==> src/tsbr_pkg.sv <==
`timescale 1ns / 1ps

package tsbr_pkg;

	localparam logic [1:0] CMD_AUDIO = 2'd0;
	localparam logic [1:0] CMD_START = 2'd1;
	localparam logic [1:0] CMD_CLOCK = 2'd2;
	localparam logic [1:0] CMD_STOP  = 2'd3;

	localparam int unsigned SLICE_DIV [4] = '{4, 8, 16, 32};
	localparam int unsigned SEC_PER_MIN   = 60;
	localparam int unsigned BEATS_PER_BAR = 4;

	localparam logic [4:0] PULSES_PER_QUARTER = 5'd24;
	localparam logic [4:0] HALF_QUARTER       = 5'd12;
	localparam logic [2:0] NO_SLICE           = 3'd4;

	localparam int unsigned FIELD_W     = 24;
	localparam int unsigned QUEUE_DEPTH = 2;

	typedef logic signed [FIELD_W-1:0] sample_t;

	typedef struct packed {
		logic [1:0] cmd;
		sample_t    in_left;
		sample_t    in_right;
		logic       block_first;
		logic       repeat_on;
		logic [1:0] slice_sel;
	} in_item_t;

	typedef struct packed {
		sample_t     out_left;
		sample_t     out_right;
		logic        is_looping;
		logic [4:0]  pulse_now;
		logic        quarter_done;
		logic [31:0] quarter_samples;
	} out_item_t;

	// what the front hands the back for one item
	typedef struct packed {
		logic        is_audio;
		logic        is_replay;
		logic        read_ok;
		sample_t     raw_left;
		sample_t     raw_right;
		logic [4:0]  pulse_now;
		logic        quarter_done;
		logic [31:0] quarter_samples;
	} ctl_t;

endpackage

==> src/tsbr_queue.sv <==
`timescale 1ns / 1ps

module tsbr_queue #(
	parameter int unsigned AW = 16
) (
	input  logic            clk,
	input  logic            arst_n,
	input  logic            push_valid,
	output logic            push_ready,
	input  tsbr_pkg::ctl_t  push_ctl,
	input  logic [AW-1:0]   push_addr,
	output logic            pop_valid,
	input  logic            pop_ready,
	output tsbr_pkg::ctl_t  pop_ctl,
	output logic [AW-1:0]   pop_addr
);

	localparam int unsigned PTR_W = $clog2(tsbr_pkg::QUEUE_DEPTH);
	localparam int unsigned CNT_W = $clog2(tsbr_pkg::QUEUE_DEPTH + 1);
	localparam logic [PTR_W-1:0] LAST_PTR = PTR_W'(tsbr_pkg::QUEUE_DEPTH - 1);
	localparam logic [CNT_W-1:0] FULL_CNT = CNT_W'(tsbr_pkg::QUEUE_DEPTH);

	tsbr_pkg::ctl_t ctl_q  [tsbr_pkg::QUEUE_DEPTH];
	logic [AW-1:0]  addr_q [tsbr_pkg::QUEUE_DEPTH];
	logic [PTR_W-1:0] wr_ptr_q, rd_ptr_q;
	logic [CNT_W-1:0] cnt_q;
	logic do_push, do_pop;

	assign push_ready = (cnt_q != FULL_CNT);
	assign pop_valid  = (cnt_q != '0);
	assign do_push    = push_valid && push_ready;
	assign do_pop     = pop_valid && pop_ready;
	assign pop_ctl    = ctl_q[rd_ptr_q];
	assign pop_addr   = addr_q[rd_ptr_q];

	always_ff @(posedge clk) begin
		if (do_push) begin
			ctl_q[wr_ptr_q]  <= push_ctl;
			addr_q[wr_ptr_q] <= push_addr;
		end
	end

	always_ff @(posedge clk or negedge arst_n) begin
		if (!arst_n) begin
			wr_ptr_q <= '0;
			rd_ptr_q <= '0;
			cnt_q    <= '0;
		end else begin
			if (do_push) begin
				wr_ptr_q <= (wr_ptr_q == LAST_PTR) ? '0 : wr_ptr_q + 1'b1;
			end
			if (do_pop) begin
				rd_ptr_q <= (rd_ptr_q == LAST_PTR) ? '0 : rd_ptr_q + 1'b1;
			end
			if (do_push && !do_pop) begin
				cnt_q <= cnt_q + 1'b1;
			end else if (do_pop && !do_push) begin
				cnt_q <= cnt_q - 1'b1;
			end
		end
	end

endmodule

==> config.mk <==
export PLATFORM = sky130hd
export DESIGN_NAME = tsbr_queue
export DESIGN_NICKNAME = d
export VERILOG_FILES = /design/src/tsbr_pkg.sv /design/src/tsbr_queue.sv
export SDC_FILE = /design/constraint.sdc
export NUM_CORES = 1
export LEC_CHECK = 0
export ABC_AREA = 1
export BUFFER_PORTS_ARGS = -buffer_cell sky130_fd_sc_hd__buf_4
export CAP_MARGIN = 30
export CORE_UTILIZATION = 35
export CTS_BUF_LIST = sky130_fd_sc_hd__clkbuf_16
export DETAILED_ROUTE_END_ITERATION = 10
export SETUP_SLACK_MARGIN = 0.3
export SYNTH_ARGS = -nofsm -noshare
export SYNTH_HDL_FRONTEND = slang
export SYNTH_SLANG_ARGS = --single-unit
export TNS_END_PERCENT = 20
==> constraint.sdc <==
create_clock -name clk -period 5.1 [get_ports clk]
set_input_delay 0 -clock clk [delete_from_list [all_inputs] [get_ports clk]]
set_output_delay 0 -clock clk [all_outputs]
set_load 0.02 [all_outputs]
# --- After elaboration in Yosys (flattened, before gate mapping) ---
# Memories as Yosys holds them, arrays and structs flattened.
# Cells that the tools add are included.
totals:
  register_bits: 4
  ramBits: 210
  elab_cells: 24
  memories: 2
memory_table:
  columns: ["name", "words", "word_bits", "read_ports", "rd_clocked_by_memory_dff", "wr", "line", "text"]
  rows:
  - ["ctl_q", 2, 89, 1, 0, 1, "tsbr_queue.sv:23", "tsbr_pkg::ctl_t ctl_q [tsbr_pkg::QUEUE_DEPTH];"]
  - ["addr_q", 2, 16, 1, 0, 1, "tsbr_queue.sv:24", "logic [AW-1:0] addr_q [tsbr_pkg::QUEUE_DEPTH];"]
op_classes:
  add_sub_neg: 4
  eq_ne: 1
  mux: 6
  n_reduce_logical: 8
ops:
  columns: ["op", "count"]
  rows:
  - ["$logic_and 1x1->1", 4]
  - ["$mux 1", 4]
  - ["$mux 2", 2]
  - ["$reduce_bool 2->1", 2]
  - ["$add 1x1->1 const B", 2]
  - ["$add 2x1->2 const B", 1]
  - ["$logic_not 1->1", 2]
  - ["$ne 2x2->1 const B", 1]
  - ["$sub 2x1->2 const B", 1]

# --- Logic depth before layout (Yosys ltp) ---
# Gate-level depths: netlist (run 1).
depth:
  ltp_word: 6
  ltp_mapped: 10
  depth_no_buf: 10

# --- Least setup slack after synthesis (run 1) ---
# No wires, ideal clock.
synth_timing:
  path_type: "register to register"
  start: "register cnt_q[0]"
  end: "memory addr_q[0][0] (enable)"
  arrival_time_ns: 5.134
  path_slack_ns: -0.604
  path_stages_with_launch: 5
  path_buffers: 0
  path_cell_list: "dfrtp_1 -> inv_1 -> nand2_1 -> nand2_1 -> nor2_1"
synth_via:
  elab_chain_cells: 4
synth_lines:
  columns: ["item", "line", "text"]
  rows:
  - ["start: declaration", "tsbr_queue.sv:26", "logic [CNT_W-1:0] cnt_q;"]
  - ["start signal: assignment", "tsbr_queue.sv:56", "cnt_q <= cnt_q + 1'b1;"]
  - ["start signal: assignment", "tsbr_queue.sv:58", "cnt_q <= cnt_q - 1'b1;"]
  - ["$ne 2x2->1", "tsbr_queue.sv:29", "assign push_ready = (cnt_q != FULL_CNT);"]
  - ["net push_ready", "tsbr_queue.sv:9", "output logic push_ready,"]
  - ["$logic_and 1x1->1", "tsbr_queue.sv:31", "assign do_push = push_valid && push_ready;"]
  - ["$mux 1", "tsbr_queue.sv:37", "if (do_push) begin"]
  - ["$mux 1 (implied by the code)", "tsbr_queue.sv:39", "addr_q[wr_ptr_q] <= push_addr;"]
  - ["end: declaration", "tsbr_queue.sv:24", null]
# The timed path passes the listed nets, and every way through them passes these cells.

==> run metrics, run 1 <==
register bit total from synthesis=214; # rows=54; I/O Buffers=215; height of the chip=151.9 microns; Worst-Margin Slew=0.9168 ns; post-CTS setup repair buffer count=0; Clock Pin Slew Worst Setup and Hold Paths=0.06 ns; Setup crit start kind=flop; total track usage=0.1490; synth warn=0; Synth cell types=14; ANT nets after route=0; initial antenna violation count=1; M1 wire length=7.372 mm; num ports=216; placed inst area=9737 sq um; Crit-path slowest cell=dfrtp_4; post-route cell area=11490 sq um; crit end category=output port; Final Util=0.5231; Final Hold Fails=0; TritonCTS Buffers=23; number of global-route vias before repair=5225; Crit Path Max Fanout=57; Syn Nets=687; critical path class=reg -> out; Synth-to-Final Area Change=46.02%; Clock Tree Buf Depth=3; Largest stage delay, worst path=0.62 ns; CTS tree=built; DP HPWL=10.11 mm; total routed wirelength=17.50 mm; Avg Vias per Cell=4.308; Final period util=0.5385; count of pins over their slew limit=0; cts repair resizes=0; share of cells above drive strength 1=0.2746; max-cap violations=0; Mean Syn Cell Area=13.63 sq um; PwrDens=561.0 nW/um^2; clock skew=0.03030 ns; Congestion Overflow GR=0; Achievable Freq=364.1 MHz; first-pass GRT wire length=27.11 mm; Min Clock Period, post-route=2.746 ns; synthesized area=7866 sq um; pin count of the biggest net entering global routing=80; relative slew slack=0.3888; core footprint=21960 sq um; CP Cell Sequence=inv_4 > buf_4 > nand2_1 > nand2_1 > buf_4; Worst-Skew Late Latency=0.51 ns; Die ar.=23080 sq um; top layer in use=met5; DR vias=5191; initial core utilization=0.3582; Die W=151.9 microns; worst path required time=5.10 ns; drt pass-1 iters=7; unrepaired setup endpoints after global routing=no; data arrival time of the worst path=2.75 ns; FILL cells=1823; iteration-0 DRC count of the detailed router=217; status=finished, violations left; sequential area share after synthesis=0.8144; final hold slack=0.2163 ns; Clock Root Buffer=clkbuf_16; Sink Count=214; Worst Hold Class=in -> reg; diode count=0; Final setup violation count=0; GP Congestion=0.7203; Lkg Pwr=4.886 nW; routed length on met2=8.434 mm; wire per inst=14.52 microns; htree depth=1; metal3 WL=1.297 mm; Residual DRC=28; post-synthesis instance total=577; Layout Nets=1019; failing checks=design-rule violations; Max IR drop VDD=0.0002814 V
==> placed cells by master (no fill, tap or decap) <==
cell type and n:
buf_4 221, clkbuf_16 23, clkinv_1 6, clkinv_2 4, dfrtp_1 3, dfrtp_4 1, dlygate4sd3_1 109, edfxtp_1 210
ha_1 1, inv_1 12, inv_4 1, inv_6 2, nand2_1 325, nand3_1 2, nand4_1 1, nor2_4 2
xnor2_1 1, xor2_1 1
==> report_power, final <==
| group | switching [mW] | internal, mW | total (mW) |
|---|---|---|---|
| Sequential | 0.119 | 2.41 | 2.53 |
| Clock | 0.626 | 0.816 | 1.44 |
| Combinational | 1.59 | 0.881 | 2.47 |
==> worst max-delay path: cells and delay by family (launching register included) <==
family | cells | cell delay, ns
buf+inv | 3 | 1.26
simple gates | 2 | 0.24
flops | 1 | 0.62
==> state kept, by name, summed over array words and instances, names as in the netlist <==
| name | cells |
|---|---|
| addr_q | 32 |
| ctl_q | 178 |
| rd_ptr_q | 1 |
| cnt_q | 2 |
| wr_ptr_q | 1 |
==> path summary, 6_finish.rpt <==
path                         startpoint  cells after the start             to  slack [ns]
setup / recovery               rd_ptr_q                      5    pop_ctl[79]        2.35
hold / removal             push_ctl[35]                      2   ctl_q[0][35]        0.22
setup reg to reg               cnt_q[0]                      5  addr_q[1][12]        3.18
hold reg to reg                cnt_q[0]                      1       cnt_q[0]        0.50
max in group asynchronous        arst_n                      3       rd_ptr_q        4.45
min in group asynchronous        arst_n                      3       rd_ptr_q        0.44
==> synthesized netlist by cell type <==
library cell | instances | share of area
inv_4 | 1 | 0.00080
nand3_1 | 2 | 0.0013
nand4_1 | 1 | 0.00080
inv_1 | 6 | 0.0029
xnor2_1 | 1 | 0.0011
dfrtp_1 | 4 | 0.013
edfxtp_1 | 210 | 0.80
buf_4 | 2 | 0.0019
xor2_1 | 1 | 0.0011
ha_1 | 1 | 0.0016
nand2_1 | 325 | 0.16
nor2_1 | 2 | 0.00095
buf_2 | 15 | 0.0095
buf_6 | 6 | 0.0086
==> layer usage <==
layer  global-route usage  vias to the layer above
met2               0.2646                      156
met4              0.04616                        2
met3              0.03936                       34
met1               0.1762                     2393
li1                     -                     2606
met5                    0                        -
==> cell families (layout without fill, tap and decap cells) <==
| group | count (synthesis) | count (layout) | synth area share |
|---|---|---|---|
| AND/OR/NAND/NOR | 330 | 330 | 0.1581 |
| buffers and inverters | 30 | 378 | 0.02370 |
| adder cells (fa/ha/maj) | 1 | 1 | 0.001590 |
| flip-flops | 214 | 214 | 0.8144 |
| XOR/XNOR | 2 | 2 | 0.002227 |
==> area by class of cell <==
class                   count  area [sq um]  share of cell area
clock buffers              23         575.6             0.05011
repair buffers            330          2750              0.2394
clock inverters            18         82.58            0.007190
flip-flops and latches    214          6410              0.5581
inverters                   7         28.78            0.002505
multi-input cells         333          1289              0.1122
well taps                 280         350.3             0.03050
==> through the flow <==
| step | setup slack, ns | std cells | total power [mW] | TNS (ns) |
|---|---|---|---|---|
| 2_1_floorplan | -0.6040 | 577 | 4.023 | -126.84 |
| 3_3_place_gp | 2.888 | 1055 | 4.995 | 0 |
| 3_5_place_dp | 2.866 | 1055 | 5.016 | 0 |
| 4_1_cts | 2.302 | 1205 | 6.547 | 0 |
| 5_1_grt | 2.170 | 1205 | 6.813 | 0 |
| 6_report | 2.354 | 1205 | 6.444 | 0 |
==> repair_timing <==
| action | CTS | global route |
|---|---|---|
| hold buffers | 109 | 0 |
| hold endpoints to repair | 217 | 0 |
| endpoints found under the setup margin | 0 | 0 |
Power figures use the tool's default switching activity.
==> inputs of run 2 (changes only) <==
--- a/config.mk
+++ b/config.mk
@@ -5,7 +5,7 @@
 export SDC_FILE = /design/constraint.sdc
 export NUM_CORES = 1
 export LEC_CHECK = 0
-export ABC_AREA = 1
+export ABC_AREA = 0
 export BUFFER_PORTS_ARGS = -buffer_cell sky130_fd_sc_hd__buf_4
 export CAP_MARGIN = 30
 export CORE_UTILIZATION = 35
==> constraint.sdc (replaced) <==
create_clock -name clk -period 2.3 [get_ports clk]
set_input_delay 0 -clock clk [delete_from_list [all_inputs] [get_ports clk]]
set_output_delay 0 -clock clk [all_outputs]
set_load 0.02 [all_outputs]
==> run 2 against run 1 <==
Effect of this change:
- the flow still finishes with violations (design-rule violations)
- via count down 15%
- critical path depth down 2
- combinational power up 120%
- sequential power up 120%
- sequential share of layout area down 1.1 points
- final cell count down 18%
- critical path type unchanged
- critical endpoint is now pop_ctl[88]
- largest cell class unchanged
- highest routed layer is now met4
==> run metrics, run 2 <==
iteration-0 DRC count of the detailed router=143; Min-Delay Startpoint=push_addr[10]; Non-Filler Instances=986; metal3 WL=1.144 mm; Largest stage delay, worst path=0.56 ns; unrepaired setup endpoints after global routing=no; switching pwr=4.361 mW; Die W=152.5 microns; most frequent cells in the layout=buf_4 (219), edfxtp_1 (210), dlygate4sd3_1 (109), mux2_2 (65), mux2_4 (40); Crit-path slowest cell=dfrtp_4; data arrival time of the worst path=1.85 ns; post-route cell area=11720 sq um; Final period util=0.8041; Layout Nets=803; Synth cell types=15; Synth area leaders=edfxtp_1 (80%), mux2_2 (9.2%), mux2_4 (7.6%), dfrtp_1 (1.3%), buf_6 (0.85%); Post-synth EDFFs=210; number of global-route vias before repair=4876; core footprint=22030 sq um; Clock Pin Slew Worst Setup and Hold Paths=0.05 ns; Final Hold Fails=0; DP HPWL=9.961 mm; relative slew slack=0.5488; num ports=216; drt pass-1 iters=8; Max IR drop VDD=0.0007583 V; Inst Count DP=834; cts repair resizes=0; count of pins over their slew limit=0; Post-synth top cells=edfxtp_1 (210), mux2_2 (65), mux2_4 (40), buf_2 (6), buf_6 (6); Synth-to-Final Area Change=47.77%; sequential area share after synthesis=0.8078; Clock Root Buffer=clkbuf_16; diode count=0; Mean Syn Cell Area=22.99 sq um; commonest non-fill, non-tap cell in the layout=buf_4; pin count of the biggest net entering global routing=106; Worst Hold Class=in -> reg; ANT nets after route=0; register bit total from synthesis=214; Yosys top cell area share=0.7952; Clock Power Share=0.219; max-cap violations=0; Min Clock Period, post-route=1.849 ns; Clock Tree Buf Depth=3; FILL cells=1760; first-pass GRT wire length=24.87 mm; DR vias=4400; synthesized area=7930 sq um; Logic pwr share=0.384; total track usage=0.1350; Crit Path Max Fanout=26; CP Cell Sequence=buf_12 > mux2_2 > buf_4; post-synthesis instance total=345; clock skew=0.01084 ns; Setup crit start kind=flop; worst path required time=2.30 ns; placed inst area=9948 sq um; Residual DRC=13; wire per inst=15.95 microns; Congestion Overflow GR=0; initial core utilization=0.3600; Achievable Freq=540.7 MHz; status=finished, violations left; Avg Vias per Cell=4.462; htree depth=1; Lkg Pwr=4.540 nW; synth warn=0; failing checks=design-rule violations; I/O Buffers=215; max reg flops=178; R2R Path Start=cnt_q[0]; design internal power=9.752 mW; share of cells above drive strength 1=0.5127; GP Congestion=0.7128; Largest Register=ctl_q; initial antenna violation count=0; height of the chip=152.5 microns; CTS tree=built; commonest register cell after synthesis=edfxtp_1; Seq pwr share=0.397; critical path class=reg -> out; Die ar.=23260 sq um; CP Buf/Inv Count=2; top layer in use=met4; total routed wirelength=15.73 mm; Post-synth ARST share=0.01869; kind of cell adding the most delay to the critical path=flip-flops; TritonCTS Buffers=23; count leader, synth=edfxtp_1; Syn Nets=455; Sink Count=214; routed length on met2=8.218 mm; Worst-Margin Slew=0.6768 ns; largest registers=ctl_q (178), addr_q (32), cnt_q (2); crit end category=output port; # rows=54; Final setup violation count=0; post-synth top area cell=edfxtp_1; launch point of the worst path=rd_ptr_q; Worst-Skew Late Latency=0.48 ns; Sw Ratio=0.3090; M1 wire length=6.081 mm; PwrDens=1204 nW/um^2
## run 2: cell types whose count changed after synthesis, sizes merged, moves of 2 or more
cell,before,now
buf,23,12
inv,7,1
mux2,0,105
nand2,325,2
nand3,2,0
xnor2,1,3
## run 2: area by class of cell
| cell class | instances | area (sq um) | share of cell area |
|---|---|---|---|
| clock inverters | 15 | 58.81 | 0.005018 |
| clock buffers | 23 | 575.6 | 0.04911 |
| inverters | 1 | 3.754 | 0.0003203 |
| multi-input cells | 118 | 1450 | 0.1237 |
| repair buffers | 335 | 2870 | 0.2449 |
| well taps | 280 | 350.3 | 0.02990 |
| flip-flops and latches | 214 | 6410 | 0.5470 |
## run 2: kinds of logic after synthesis
family | count (synthesis) | synth area share
DFF | 214 | 0.8078
muxes | 105 | 0.1680
buffers and inverters | 13 | 0.01278
and+or+nand+nor | 7 | 0.004262
xor gates and xnor gates | 5 | 0.005523
adders and majority gates | 1 | 0.001578
## run 2: final timing paths
check,to,slack (ns),cells after the start
min in group asynchronous,cnt_q[0],0.42,3
max in group asynchronous,rd_ptr_q,1.70,3
worst min register to register,cnt_q[0],0.56,1
worst min-delay path,addr_q[1][10],0.23,2
worst max-delay path,pop_ctl[88],0.45,3
worst max register to register,ctl_q[0][15],0.56,4
## run 2: worst reg2reg max path, stage by stage, from the launching register on
cell and delay [ns]:
dfrtp_1 0.42, nand2b_4 0.18, nand2_4 0.07, nor2_4 0.12, buf_12 0.40
## run 2: what timing repair did
| action | CTS | global route |
|---|---|---|
| endpoints found under the setup margin | 81 | 3 |
| hold buffers | 109 | 0 |
| buffers inserted | 1 | 4 |
| endpoints found under the hold margin | 217 | 0 |
## run 2: power groups by stage
stage | registers (mW) | logic, mW | clock network (mW)
finish | 5.60 | 5.42 | 3.09
global route | 5.69 | 5.74 | 3.36
CTS | 5.64 | 5.43 | 3.19
detailed placement | 5.77 | 5.18 | 0
global placement | 5.70 | 5.14 | 0
floorplan | 5.59 | 3.33 | 0
## run 2: metal layers
metal  GRT usage  vias up
li1            -     2069
met1      0.1530     2154
met2      0.2491      149
met3     0.04124       28
met4     0.02886        0
met5           0        -
## run 2: per-stage QoR
step / setup TNS, ns / worst slack, ns / utilization / hold WS (ns) / power [mW]
finish: 0 / 0.4506 / 0.5320 / 0.2327 / 14.11
detailed placement: 0 / 0.6195 / 0.4517 / -0.1997 / 10.95
CTS: 0 / 0.3363 / 0.5307 / 0.2093 / 14.27
floorplan: -41.26 / -0.3266 / - / -0.2956 / 8.925
global placement: 0 / 0.6685 / 0.4517 / -0.2005 / 10.84
global route: 0 / 0.3713 / 0.5320 / 0.2145 / 14.79
