===== src/tsbr_pkg.sv =====
`timescale 1ns / 1ps

package tsbr_pkg;

	localparam logic [1:0] CMD_AUDIO = 2'd0;
	localparam logic [1:0] CMD_START = 2'd1;
	localparam logic [1:0] CMD_CLOCK = 2'd2;
	localparam logic [1:0] CMD_STOP  = 2'd3;

	localparam int unsigned SLICE_DIV [4] = '{4, 8, 16, 32};
	localparam int unsigned SEC_PER_MIN   = 60;
	localparam int unsigned BEATS_PER_BAR = 4;

	localparam logic [4:0] PULSES_PER_QUARTER = 5'd24;
	localparam logic [4:0] HALF_QUARTER       = 5'd12;
	localparam logic [2:0] NO_SLICE           = 3'd4;

	localparam int unsigned FIELD_W     = 24;
	localparam int unsigned QUEUE_DEPTH = 2;

	typedef logic signed [FIELD_W-1:0] sample_t;

	typedef struct packed {
		logic [1:0] cmd;
		sample_t    in_left;
		sample_t    in_right;
		logic       block_first;
		logic       repeat_on;
		logic [1:0] slice_sel;
	} in_item_t;

	typedef struct packed {
		sample_t     out_left;
		sample_t     out_right;
		logic        is_looping;
		logic [4:0]  pulse_now;
		logic        quarter_done;
		logic [31:0] quarter_samples;
	} out_item_t;

	// what the front hands the back for one item
	typedef struct packed {
		logic        is_audio;
		logic        is_replay;
		logic        read_ok;
		sample_t     raw_left;
		sample_t     raw_right;
		logic [4:0]  pulse_now;
		logic        quarter_done;
		logic [31:0] quarter_samples;
	} ctl_t;

endpackage


===== src/tsbr_front.sv =====
`timescale 1ns / 1ps

module tsbr_front #(
	parameter int unsigned STORE_DEPTH = 65536,
	parameter int unsigned SAMPLE_RATE = 48000,
	parameter int unsigned TEMPO_BPM   = 200,
	parameter int unsigned AW          = 16
) (
	input  logic                clk,
	input  logic                arst_n,
	input  logic                in_valid,
	output logic                in_ready,
	input  tsbr_pkg::in_item_t  in_data,
	output logic                push_valid,
	input  logic                push_ready,
	output tsbr_pkg::ctl_t      push_ctl,
	output logic [AW-1:0]       push_addr
);

	localparam int unsigned LW = $clog2(STORE_DEPTH + 1);
	localparam int unsigned PW = AW + 1;

	localparam longint unsigned NUM = longint'(SAMPLE_RATE) * tsbr_pkg::SEC_PER_MIN *
		tsbr_pkg::BEATS_PER_BAR;
	localparam longint unsigned RAW0 = NUM / (longint'(TEMPO_BPM) * tsbr_pkg::SLICE_DIV[0]);
	localparam longint unsigned RAW1 = NUM / (longint'(TEMPO_BPM) * tsbr_pkg::SLICE_DIV[1]);
	localparam longint unsigned RAW2 = NUM / (longint'(TEMPO_BPM) * tsbr_pkg::SLICE_DIV[2]);
	localparam longint unsigned RAW3 = NUM / (longint'(TEMPO_BPM) * tsbr_pkg::SLICE_DIV[3]);
	localparam longint unsigned DEPTH_L = longint'(STORE_DEPTH);
	localparam logic [LW-1:0] LOOP_LEN [4] = '{
		LW'(RAW0 > DEPTH_L ? DEPTH_L : RAW0),
		LW'(RAW1 > DEPTH_L ? DEPTH_L : RAW1),
		LW'(RAW2 > DEPTH_L ? DEPTH_L : RAW2),
		LW'(RAW3 > DEPTH_L ? DEPTH_L : RAW3)
	};
	localparam logic [PW-1:0] DEPTH_P = PW'(STORE_DEPTH);
	localparam logic [AW-1:0] LAST_IDX = AW'(STORE_DEPTH - 1);

	logic [AW-1:0] wr_idx_q, wr_idx_d;
	logic          filled_q, filled_d;
	logic [AW-1:0] loop_start_q, loop_start_d;
	logic [LW-1:0] loop_off_q, loop_off_d;
	logic [LW-1:0] loop_len_q, loop_len_d;
	logic [2:0]    act_slice_q, act_slice_d;
	logic          was_rep_q, was_rep_d;
	logic          blk_rep_q, blk_rep_d;
	logic          running_q, running_d;
	logic [4:0]    pulse_q, pulse_d;
	logic [31:0]   samp_cnt_q, samp_cnt_d;
	logic [31:0]   last_qtr_q, last_qtr_d;

	logic          take;
	logic [LW-1:0] new_len;
	logic [PW-1:0] wi_x, len_x, start_x;
	logic [PW-1:0] pos_x;
	logic [AW-1:0] pos;
	logic [LW-1:0] off_inc;
	logic [4:0]    pulse_inc;

	assign in_ready   = push_ready;
	assign push_valid = in_valid;
	assign take       = in_valid && push_ready;

	// loop start for a fresh slice: that many entries behind the write index
	assign new_len = LOOP_LEN[in_data.slice_sel];
	assign wi_x    = PW'(wr_idx_q);
	assign len_x   = PW'(new_len);
	assign start_x = (wi_x >= len_x) ? (wi_x - len_x) : (DEPTH_P + wi_x - len_x);
	assign pulse_inc = pulse_q + 5'd1;

	always_comb begin
		wr_idx_d     = wr_idx_q;
		filled_d     = filled_q;
		loop_start_d = loop_start_q;
		loop_off_d   = loop_off_q;
		loop_len_d   = loop_len_q;
		act_slice_d  = act_slice_q;
		was_rep_d    = was_rep_q;
		blk_rep_d    = blk_rep_q;
		running_d    = running_q;
		pulse_d      = pulse_q;
		samp_cnt_d   = samp_cnt_q;
		last_qtr_d   = last_qtr_q;
		pos_x        = '0;
		pos          = '0;
		off_inc      = '0;
		push_ctl     = '0;
		push_addr    = '0;
		unique case (in_data.cmd)
			tsbr_pkg::CMD_AUDIO: begin
				if (in_data.block_first) begin
					if (in_data.repeat_on &&
					    (!was_rep_q || {1'b0, in_data.slice_sel} != act_slice_q) &&
					    (pulse_q == 5'd0 || pulse_q == tsbr_pkg::HALF_QUARTER)) begin
						act_slice_d  = {1'b0, in_data.slice_sel};
						loop_len_d   = new_len;
						loop_start_d = start_x[AW-1:0];
						loop_off_d   = '0;
					end
					was_rep_d = in_data.repeat_on;
					blk_rep_d = in_data.repeat_on;
				end
				push_ctl.is_audio  = 1'b1;
				push_ctl.raw_left  = in_data.in_left;
				push_ctl.raw_right = in_data.in_right;
				if (blk_rep_d) begin
					pos_x = PW'(loop_start_d) + PW'(loop_off_d);
					if (pos_x >= DEPTH_P) begin
						pos_x = pos_x - DEPTH_P;
					end
					pos = pos_x[AW-1:0];
					push_ctl.is_replay = 1'b1;
					// entries past the fill point are not written yet; read_ok marks them so their result is zero
					push_ctl.read_ok   = filled_q || (pos < wr_idx_q);
					push_addr          = pos;
					off_inc = loop_off_d + 1'b1;
					loop_off_d = (off_inc >= loop_len_d) ? '0 : off_inc;
				end else begin
					push_addr = wr_idx_q;
					if (wr_idx_q == LAST_IDX) begin
						wr_idx_d = '0;
						filled_d = 1'b1;
					end else begin
						wr_idx_d = wr_idx_q + 1'b1;
					end
				end
				samp_cnt_d = samp_cnt_q + 32'd1;
			end
			tsbr_pkg::CMD_START: begin
				running_d  = 1'b1;
				pulse_d    = '0;
				samp_cnt_d = '0;
			end
			tsbr_pkg::CMD_CLOCK: begin
				if (running_q) begin
					if (pulse_inc >= tsbr_pkg::PULSES_PER_QUARTER) begin
						pulse_d               = '0;
						last_qtr_d            = samp_cnt_q;
						samp_cnt_d            = '0;
						push_ctl.quarter_done = 1'b1;
					end else begin
						pulse_d = pulse_inc;
					end
				end
			end
			tsbr_pkg::CMD_STOP: begin
				running_d = 1'b0;
			end
			default: begin
				running_d = running_q;
			end
		endcase
		push_ctl.pulse_now       = pulse_d;
		push_ctl.quarter_samples = last_qtr_d;
	end

	always_ff @(posedge clk or negedge arst_n) begin
		if (!arst_n) begin
			wr_idx_q     <= '0;
			filled_q     <= 1'b0;
			loop_start_q <= '0;
			loop_off_q   <= '0;
			loop_len_q   <= '0;
			act_slice_q  <= tsbr_pkg::NO_SLICE;
			was_rep_q    <= 1'b0;
			blk_rep_q    <= 1'b0;
			running_q    <= 1'b0;
			pulse_q      <= '0;
			samp_cnt_q   <= '0;
			last_qtr_q   <= '0;
		end else if (take) begin
			wr_idx_q     <= wr_idx_d;
			filled_q     <= filled_d;
			loop_start_q <= loop_start_d;
			loop_off_q   <= loop_off_d;
			loop_len_q   <= loop_len_d;
			act_slice_q  <= act_slice_d;
			was_rep_q    <= was_rep_d;
			blk_rep_q    <= blk_rep_d;
			running_q    <= running_d;
			pulse_q      <= pulse_d;
			samp_cnt_q   <= samp_cnt_d;
			last_qtr_q   <= last_qtr_d;
		end
	end

endmodule


===== config.mk =====
export PLATFORM = sky130hd
export DESIGN_NAME = tsbr_front
export DESIGN_NICKNAME = d
export VERILOG_FILES = /design/src/tsbr_pkg.sv /design/src/tsbr_front.sv
export SDC_FILE = /design/constraint.sdc
export NUM_CORES = 1
export LEC_CHECK = 0
export BUFFER_PORTS_ARGS = -buffer_cell sky130_fd_sc_hd__buf_2
export CELL_PAD_IN_SITES_DETAIL_PLACEMENT = 0
export CELL_PAD_IN_SITES_GLOBAL_PLACEMENT = 1
export CORE_MARGIN = 1.5
export CORE_UTILIZATION = 43
export DETAILED_ROUTE_END_ITERATION = 10
export GPL_TIMING_DRIVEN = 0
export PLACE_DENSITY_LB_ADDON = 0.1
export SYNTH_ARGS = -nofsm -noshare
export SYNTH_HDL_FRONTEND = slang
export SYNTH_SLANG_ARGS = --single-unit

===== constraint.sdc =====
create_clock -name clk -period 7.87 [get_ports clk]
set_clock_uncertainty 0.1 [all_clocks]
set_input_delay 0.787 -clock clk [delete_from_list [all_inputs] [get_ports clk]]
set_output_delay 0.787 -clock clk [all_outputs]
set_load 0.01 [all_outputs]

## After elaboration in Yosys (flattened, before gate mapping)

Index checks and enable logic that the tools add are counted.

- Add/subtract/negate cells: 9
- Order comparisons: 6
- Equality and inequality tests: 8
- Mux-type cells: 38
- Bitwise logic cells: 2
- Reductions and logical operators: 18

Operators with widths:

| operator | number |
|---|---|
| 17-bit 2-to-1 mux | 10 |
| 16-bit 2-to-1 mux | 10 |
| 32-bit 2-to-1 mux | 5 |
| 32-bit case mux with 3 select lines | 1 |
| 51-bit 2-to-1 mux | 1 |
| 17-bit binary-select mux with 2-bit select | 1 |
| 32-bit by 1-bit adder with 32-bit output (second input constant) | 1 |
| 16-bit subtractor | 2 |
| 16-bit by 17-bit adder with 17-bit output | 1 |
| 17-bit by 1-bit adder with 17-bit output (second input constant) | 1 |
| 16-bit by 17-bit greater-or-equal comparator with 1-bit output | 1 |
| 17-bit greater-or-equal comparator | 1 |
| 17-bit greater-or-equal comparator (second input constant) | 1 |
| 1-bit by 16-bit adder with 16-bit output (first input constant) | 1 |
| 16-bit by 1-bit adder with 16-bit output (second input constant) | 1 |
| 16-bit equality test (second input constant) | 1 |
| 16-bit less-than comparator | 1 |
| 16-bit by 1-bit subtractor with 16-bit output (second input constant) | 1 |
| 4-bit AND reduction | 3 |
| 5-bit 2-to-1 mux | 2 |
| 5-bit case mux with 2 select lines | 1 |
| 3-bit AND reduction | 2 |
| 5-bit by 1-bit adder with 5-bit output (second input constant) | 1 |
| 5-bit by 4-bit equality test with 1-bit output (second input constant) | 1 |
| other kinds (19) | 30 |

- Register bits after elaboration: 142
- Bits of input ports: 58
- Output and inout port bits: 107
- Logic and storage cells: 93

## Longest topological paths before layout

Gate-level depths: netlist of run 1.

- Depth after elaboration: 18
- Mapped depth: 28
- Mapped depth without buffers: 27

## Least setup slack after synthesis of run 1

OpenSTA, ideal clock, no wires.

- Kind: input to output
- Start: input port in_data[1] in the netlist's numbering
- End: output port push_ctl[86] in the netlist's numbering
- Arrival time: 5603 ps
- Slack: 1380 ps
- Cell stages on the path: 27
- Buffers on the path: 2
- Cells stage by stage: clkbuf_1 nand2_1 ha_1 buf_4 nand4b_4 or4_1 o211a_2 or4_4 nand4b_4 a21oi_1 xor2_1 o21ai_1 ha_1 a21o_1 a21oi_1 o21ai_0 a21oi_1 o21a_1 xnor2_1 ha_1 a21oi_1 nor2b_1 o21ai_0 o21ai_0 nor2_1 o21ai_0 a21oi_1

RTL lines:

| item | line | RTL |
|---|---|---|
| from (decl) | tsbr_front.sv:13 | `input tsbr_pkg::in_item_t in_data,` |
| to (decl) | tsbr_front.sv:16 | `output tsbr_pkg::ctl_t push_ctl,` |

==> metrics.md, run 1 <==
| Metric | Value |
|---|---|
| Average size of a mapped cell | `7.72 um2` |
| Commonest non-fill, non-tap cells in the layout | `348 x nand2_1, 170 x buf_2, 141 x dfrtp_1` |
| CTS H-tree depth | `4` |
| Port bufs | `164` |
| Drt first pass iters | `7` |
| CTS Root Cell | `clkbuf_16` |
| Hpwl dp | `around 24000 um` |
| Status | `completed` |
| Clock Path Buffers | `2` |
| Rows | `56` |
| Multi-input logic area | `around 0.0064 mm2` |
| Max Cap Viol | `0` |
| Total Nets Final | `roughly 1700` |
| Beginning of the critical path | `in_data[1]` |
| Setup TNS | `0 ns` |
| Peak Freq | `about 130 MHz` |
| Post-synth top area cell | `dfrtp_1` |
| Final Non-Filler Cells | `approximately 1900` |
| Actual slew at the worst max-slew pin | `approximately 1.2 ns` |
| CP Launch Type | `input pin` |
| Filler cell count | `2396` |
| Commonest non-fill, non-tap cell in the layout | `nand2_1` |
| Max-slew headroom | `0.180` |
| First-pass GRT wire length | `between 50000 and 60000 um` |
| Sequential area share after synthesis | `0.341` |
| Asr flop ratio synth | `1.00` |
| Crit-path max FO | `10` |
| Yosys top cell area share | `0.339` |
| Wirelength, routed | `about 32000 um` |
| Synthesized area | `roughly 0.010 mm2` |
| Max IR drop VDD | `~0.13 mV` |
| Vias per inst | `5.31` |
| Overall Global Routing Usage | `0.263` |
| Tmin final | `between 7 and 8 ns` |
| Final count of negative-setup-slack endpoints | `0` |
| FF-to-FF Start | `pulse_q[0]$_DFFE_PN0P_` |
| Reg clk slew, reported paths | `about 0.07 ns` |
| Die Height | `159 um` |
| Yosys reg bits | `about 140` |
| CTS tree | `yes` |
| Pin count of the biggest net entering global routing | `92` |
| Fin crit share | `0.948` |
| Final Hold Viols | `0` |
| Syn nets | `between 1000 and 1500` |
| DRT iter0 DRCs | `701` |
| Warnings from Yosys | `0` |
| Placer Congestion | `between 0.8 and 0.9` |
| Pwr dens | `between 150 and 200 mW/mm2` |
| FF+latch area | `0.00355 mm2` |
| CP required | `~7.0 ns` |
| Number of synthesized flops with an enable pin | `0` |
| Post-route ant nets | `0` |
| Vias in the first global route | `around 9400` |
| Post-CTS Hold Fix Bufs | `0` |
| Initial Utilization | `0.441` |
| Die width | `159 um` |
| Hold crit path type | `in2async` |
| RSZ-0062 raised after global routing | `false` |
| Final max-slew violation count | `0` |
| Ys flop type | `dfrtp_1` |
| Area growth syn-to-layout | `17.8%` |
| Die footprint | `around 0.025 mm2` |
| Number of buffers created by CTS | `17` |
| Clock Latency Late Sink | `0.44 ns` |
| Synth top area cells | `dfrtp_1 34%, nand2_1 13%, ha_1 8.4%` |
| Drt drc | `0` |
| Initial antenna violation count | `0` |
| Drt wl/cell | `between 15 and 20 um` |
| Clk sinks | `around 140` |
| CP arrival | `around 6.6 ns` |
| Vias | `just under 10000` |
| Syn Inst Count | `~1300` |
| Yosys cell types | `67` |
| Worst Setup Path Type | `in2out` |
| Placed cell count | `between 1500 and 2000` |
| Worst Setup End Kind | `output pin` |
| I/O pin cnt | `approximately 170` |
| Leakage | `6.21 nW` |
| Layout cell share with drive strength beyond 1 | `0.154` |
| N_diodes | `0` |
| Core area | `roughly 0.024 mm2` |
| Grt ovf | `0` |
power breakdown:
part | switching (mW) | leakage (nW) | total (mW) | internal, mW
Sequential | 0.0662 | 1.86 | 0.861 | 0.795
Combinational | 0.429 | 4.06 | 0.701 | 0.272
Clock | 0.372 | 0.289 | 0.852 | 0.480
Total | 0.867 | 6.21 | 2.41 | 1.55
synthesized netlist by cell type, drive strengths merged (5+ instances only):
| cell | number |
|---|---|
| o2111ai | 5 |
| and2 | 76 |
| mux2 | 6 |
| or3 | 10 |
| a21o | 21 |
| dfrtp | 141 |
| a31oi | 5 |
| nand3 | 54 |
| o21ai | 89 |
| xor2 | 17 |
| nand4b | 6 |
| mux2i | 7 |
| a211oi | 6 |
| o21a | 11 |
| nor2b | 10 |
| o211ai | 9 |
| nand2 | 349 |
| a22o | 8 |
| a21oi | 74 |
| nor3 | 32 |
| nor4 | 9 |
| nand4 | 19 |
| and3 | 12 |
| inv | 46 |
| nand2b | 6 |
| nor2 | 82 |
| xnor2 | 43 |
| clkbuf | 51 |
| ha | 70 |
| buf | 21 |
| o31ai | 6 |
routing by layer:
metal | up-vias | wire (um) | track usage
li1 | 4969 | - | -
met1 | 4657 | 14600 | 0.350
met2 | 229 | 15200 | 0.446
met3 | 37 | 1200 | 0.0367
met4 | 0 | 654 | 0.0739
met5 | - | 0 | 0
per-stage QoR:
step           total power [mW]  utilization  setup slack [ns]  cell area, um2  hold WS, ns
2_1_floorplan              1.33            -              1.38           10400        0.344
3_3_place_gp               1.56        0.493            0.0547           11600        0.357
3_5_place_dp               1.57        0.494            0.0359           11700        0.362
4_1_cts                    2.43        0.520            0.0252           12300        0.234
5_1_grt                    2.55        0.520            0.0197           12300        0.242
6_report                   2.41        0.520             0.412           12300        0.201
flip-flops by register name, summed over array words and instances, names as in the netlist, named ones only:
signal        cells
last_qtr_q       32
samp_cnt_q       32
loop_len_q       17
loop_off_q       17
wr_idx_q         16
loop_start_q     15
pulse_q           5
act_slice_q       3
blk_rep_q         1
filled_q          1
running_q         1
was_rep_q         1
path summary, 6_finish.rpt:
check / to / slack [ns] / cells past startpoint
worst max register to register: loop_off_q[1]$_DFFE_PN0P_ / 1.28 / 22
worst min register to register: last_qtr_q[7]$_DFFE_PN0P_ / 0.37 / 2
max in group asynchronous: samp_cnt_q[27]$_DFFE_PN0P_ / 6.56 / 2
worst min-delay path: wr_idx_q[13]$_DFFE_PN0P_ / 0.20 / 1
min in group clk: last_qtr_q[7]$_DFFE_PN0P_ / 0.37 / 2
worst max-delay path: push_ctl[86] / 0.41 / 28
what timing repair did:
action | 4_1_cts | 5_1_grt
endpoints found under the setup margin | 0 | 1
setup buffers | 0 | 0
gates resized for setup | 0 | 1
critical path, stage by stage:
cell	delay, ns
buf_2	0.19
nor2_1	0.16
inv_1	0.16
ha_1	0.30
buf_2	0.23
nand4b_4	0.14
or4_1	0.57
o211a_2	0.17
or4_4	0.43
nand4b_4	0.18
a21oi_1	0.10
xor2_1	0.26
o21ai_1	0.11
ha_1	0.39
a21o_1	0.18
a21oi_1	0.27
o21ai_0	0.17
a21oi_1	0.17
o21a_1	0.17
o21ai_0	0.12
xnor2_1	0.32
ha_1	0.31
nand4_1	0.11
nor2_1	0.07
a21oi_1	0.13
o21ai_0	0.09
a21oi_1	0.13
buf_2	0.15
final cells by class:
type                    count  share of cell area
repair buffers            165              0.0696
well taps                 319              0.0325
multi-input cells        1089               0.520
clock buffers              18              0.0350
clock inverters            14              0.0143
inverters                  46              0.0141
plain buffers              71              0.0250
flip-flops and latches    142               0.290
cells by family after synthesis:
group,share of synthesized area
AOI/OAI and AO/OA,0.156
buffers and inverters,0.0463
muxes,0.0132
and+or+nand+nor,0.305
xor gates and xnor gates,0.0504
adders and majority gates,0.0879
DFF,0.341
(Power assumes the default switching activity.)
==> inputs of run 2 (changes only) <==
--- a/config.mk
+++ b/config.mk
@@ -9,7 +9,7 @@
 export CELL_PAD_IN_SITES_DETAIL_PLACEMENT = 0
 export CELL_PAD_IN_SITES_GLOBAL_PLACEMENT = 1
 export CORE_MARGIN = 1.5
-export CORE_UTILIZATION = 43
+export CORE_UTILIZATION = 38
 export DETAILED_ROUTE_END_ITERATION = 10
 export GPL_TIMING_DRIVEN = 0
 export PLACE_DENSITY_LB_ADDON = 0.1
==> constraint.sdc (replaced) <==
create_clock -name clk -period 6.8 [get_ports clk]
set_clock_uncertainty 0.1 [all_clocks]
set_input_delay 0.68 -clock clk [delete_from_list [all_inputs] [get_ports clk]]
set_output_delay 0.68 -clock clk [all_outputs]
set_load 0.01 [all_outputs]
==> metrics.md, run 2 (same netlist as run 1, synthesis figures left out) <==
| Metric | Value |
|---|---|
| Pre-CTS setup slack | `-0.986 ns (-1.02 ns)` |
| Status | `completed` |
| Critical path's slowest cell | `or4_4` |
| Placed cell count | `1855 (+1.2%)` |
| Initial antenna violation count | `0 (unchanged)` |
| Leakage | `6.35 nW (+2.3%)` |
| Peak Freq | `around 150 MHz` |
| Commonest non-fill, non-tap cells in the layout | `348 x nand2_1, 168 x buf_2, 141 x dfrtp_1` |
| Worst hold slack | `0.0439 ns (-0.158 ns)` |
| Switching power | `1.02 mW (+17%)` |
| Final max-slew violation count | `0 (unchanged)` |
| R2R setup slack | `0.66 ns (-0.62 ns)` |
| Most used cell, CP | `a21oi_2` |
| Die width | `169 um (+6.3%)` |
| Reg power frac | `0.351 (-0.006)` |
| RSZ-0062 raised after global routing | `true` |
| Final Hold Viols | `0 (unchanged)` |
| Worst Path Buf+Inv | `6 (+2)` |
| Worst Setup Path Type | `in2out` |
| Clk sinks | `142 (unchanged)` |
| Drt drc | `0 (unchanged)` |
| Max-slew headroom | `0.150 (-0.0302)` |
| Fin crit share | `0.981` |
| Overall Global Routing Usage | `0.236 (-0.0271)` |
| Core area | `0.0270 mm2 (+14%)` |
| Number of buffers created by CTS | `17 (unchanged)` |
| Final WS setup | `0.126 ns (-0.286 ns)` |
| Rows | `60 (+7.1%)` |
| Crit-path max FO | `9 (-1)` |
| CTS tree | `yes` |
| Port bufs | `164 (unchanged)` |
| CP Launch Type | `input pin` |
| Power share of the clock group | `0.349 (-0.004)` |
| Die footprint | `0.0284 mm2 (+13%)` |
| Pwr dens | `225 mW/mm2 (+14%)` |
| Max IR drop VDD | `0.131 mV (+1.5%)` |
| Post-CTS Hold Fix Bufs | `0 (unchanged)` |
| Total Nets Final | `1681 (+1.1%)` |
| Combinational group share of total power | `0.299 (+0.009)` |
| Clock Path Buffers | `2 (unchanged)` |
| Post-route ant nets | `0 (unchanged)` |
| CTS H-tree depth | `4 (unchanged)` |
| Max Cap Viol | `0 (unchanged)` |
| Wirelength, routed | `32500 um (+2.6%)` |
| Final Non-Filler Cells | `1905 (+2.2%)` |
| Initial Utilization | `0.387 (-0.0547)` |
| Vias | `9922 (+0.30%)` |
| N_diodes | `0 (unchanged)` |
| CTS Root Cell | `clkbuf_16` |
| Final count of negative-setup-slack endpoints | `0 (unchanged)` |
| Sw Ratio | `0.359 (about the same)` |
| Vias per inst | `5.21 (-1.9%)` |
| Grt ovf | `0 (unchanged)` |
| I/O pin cnt | `165 (unchanged)` |
| Slowest Stage Delay on Critical Path | `0.54 ns (-0.03 ns)` |
| Commonest non-fill, non-tap cell in the layout | `nand2_1` |
| Biggest regs | `last_qtr_q (32), samp_cnt_q (32)` |
| Area growth syn-to-layout | `21.2%` |
| DRT iter0 DRCs | `692 (-1.3%)` |
| Clock Latency Late Sink | `0.44 ns (about the same)` |
| CP arrival | `5.89 ns (-0.68 ns)` |
| Actual slew at the worst max-slew pin | `1.26 ns (+0.0449 ns)` |
| Reg clk slew, reported paths | `0.07 ns (about the same)` |
| Final core occ | `0.469 (-0.0512)` |
| Die Height | `169 um (+6.3%)` |
| Drt wl/cell | `17.1 um (+0.41%)` |
| Worst Setup End Kind | `output pin` |
| Tmin final | `approximately 6.7 ns` |
| CP required | `6.02 ns (-0.96 ns)` |
| Vias in the first global route | `9814 (+4.4%)` |
| Hpwl dp | `24500 um (+1.9%)` |
| Family with the most delay on the worst path | `compound AO/OA/AOI/OAI gates` |
| First-pass GRT wire length | `53200 um (+4.6%)` |
| Layout cell share with drive strength beyond 1 | `0.184 (+0.0295)` |
| Drt first pass iters | `5 (-2)` |
| Pin count of the biggest net entering global routing | `95 (+3.3%)` |
| Internal | `1.82 mW (+18%)` |
| Placer Congestion | `0.885 (-0.91%)` |
| Hold crit path type | `in2async` |
## run 2: changes by cell type in the layout (fill, tap and decap cells not counted), moves of 4 or more
cell	delta
o21ai_0	-5
clkbuf_1	-4
a21oi_1	-6
a21oi_2	+6
buf_4	+18
clkbuf_2	+4
## run 2: through the flow
stage | area, um2 | TNS [ns] | power (mW)
5_1_grt | 12600 | -0.178 | 3.01
4_1_cts | 12500 | 0 | 2.85
3_3_place_gp | 11700 | -5.10 | 1.81
2_1_floorplan | 10400 | 0 | 1.54
3_5_place_dp | 11700 | -4.86 | 1.82
6_report | 12600 | 0 | 2.84
## run 2: area by class of cell
cell class	instances	area (um2)
inverter	46	175
fill	2746	14300
tap	341	427
sequential	142	3550
multi-input combinational	1089	6530
clock inverter	14	176
clock buffer	18	429
timing repair buffer	183	996
buffer	72	350
## run 2: power by group through the flow
stage	combinational, mW	sequential, mW	clock (mW)
floorplan	0.558	0.986	0
global placement	0.801	1.01	0
detailed placement	0.807	1.01	0
CTS	0.841	0.996	1.01
global route	0.960	1.01	1.05
finish	0.849	0.997	0.991
## run 2: what timing repair did
| item | 4_1_cts | 5_1_grt |
|---|---|---|
| buffers inserted | 14 | 4 |
| pin swaps | 9 | 15 |
| gates resized for setup | 33 | 18 |
| endpoints found under the setup margin | 5 | 11 |
## run 2: per-layer routing
layer  share of wire  GRT usage  wire (um)
met4           0.016     0.0590        514
met1            0.46      0.309      15000
met5               0          0          0
met2            0.49      0.410      15800
met3           0.036     0.0351       1170
## run 2: worst paths after layout
path | to | cells past startpoint | from
min in group clk | last_qtr_q[30]$_DFFE_PN0P_ | 2 | last_qtr_q[30]$_DFFE_PN0P_
max reg2reg | loop_off_q[3]$_DFFE_PN0P_ | 22 | pulse_q[0]$_DFFE_PN0P_
max | push_ctl[86] | 30 | in_data[1]
max in group asynchronous | samp_cnt_q[16]$_DFFE_PN0P_ | 2 | arst_n
min reg2reg | last_qtr_q[30]$_DFFE_PN0P_ | 2 | last_qtr_q[30]$_DFFE_PN0P_
min | wr_idx_q[11]$_DFFE_PN0P_ | 1 | arst_n
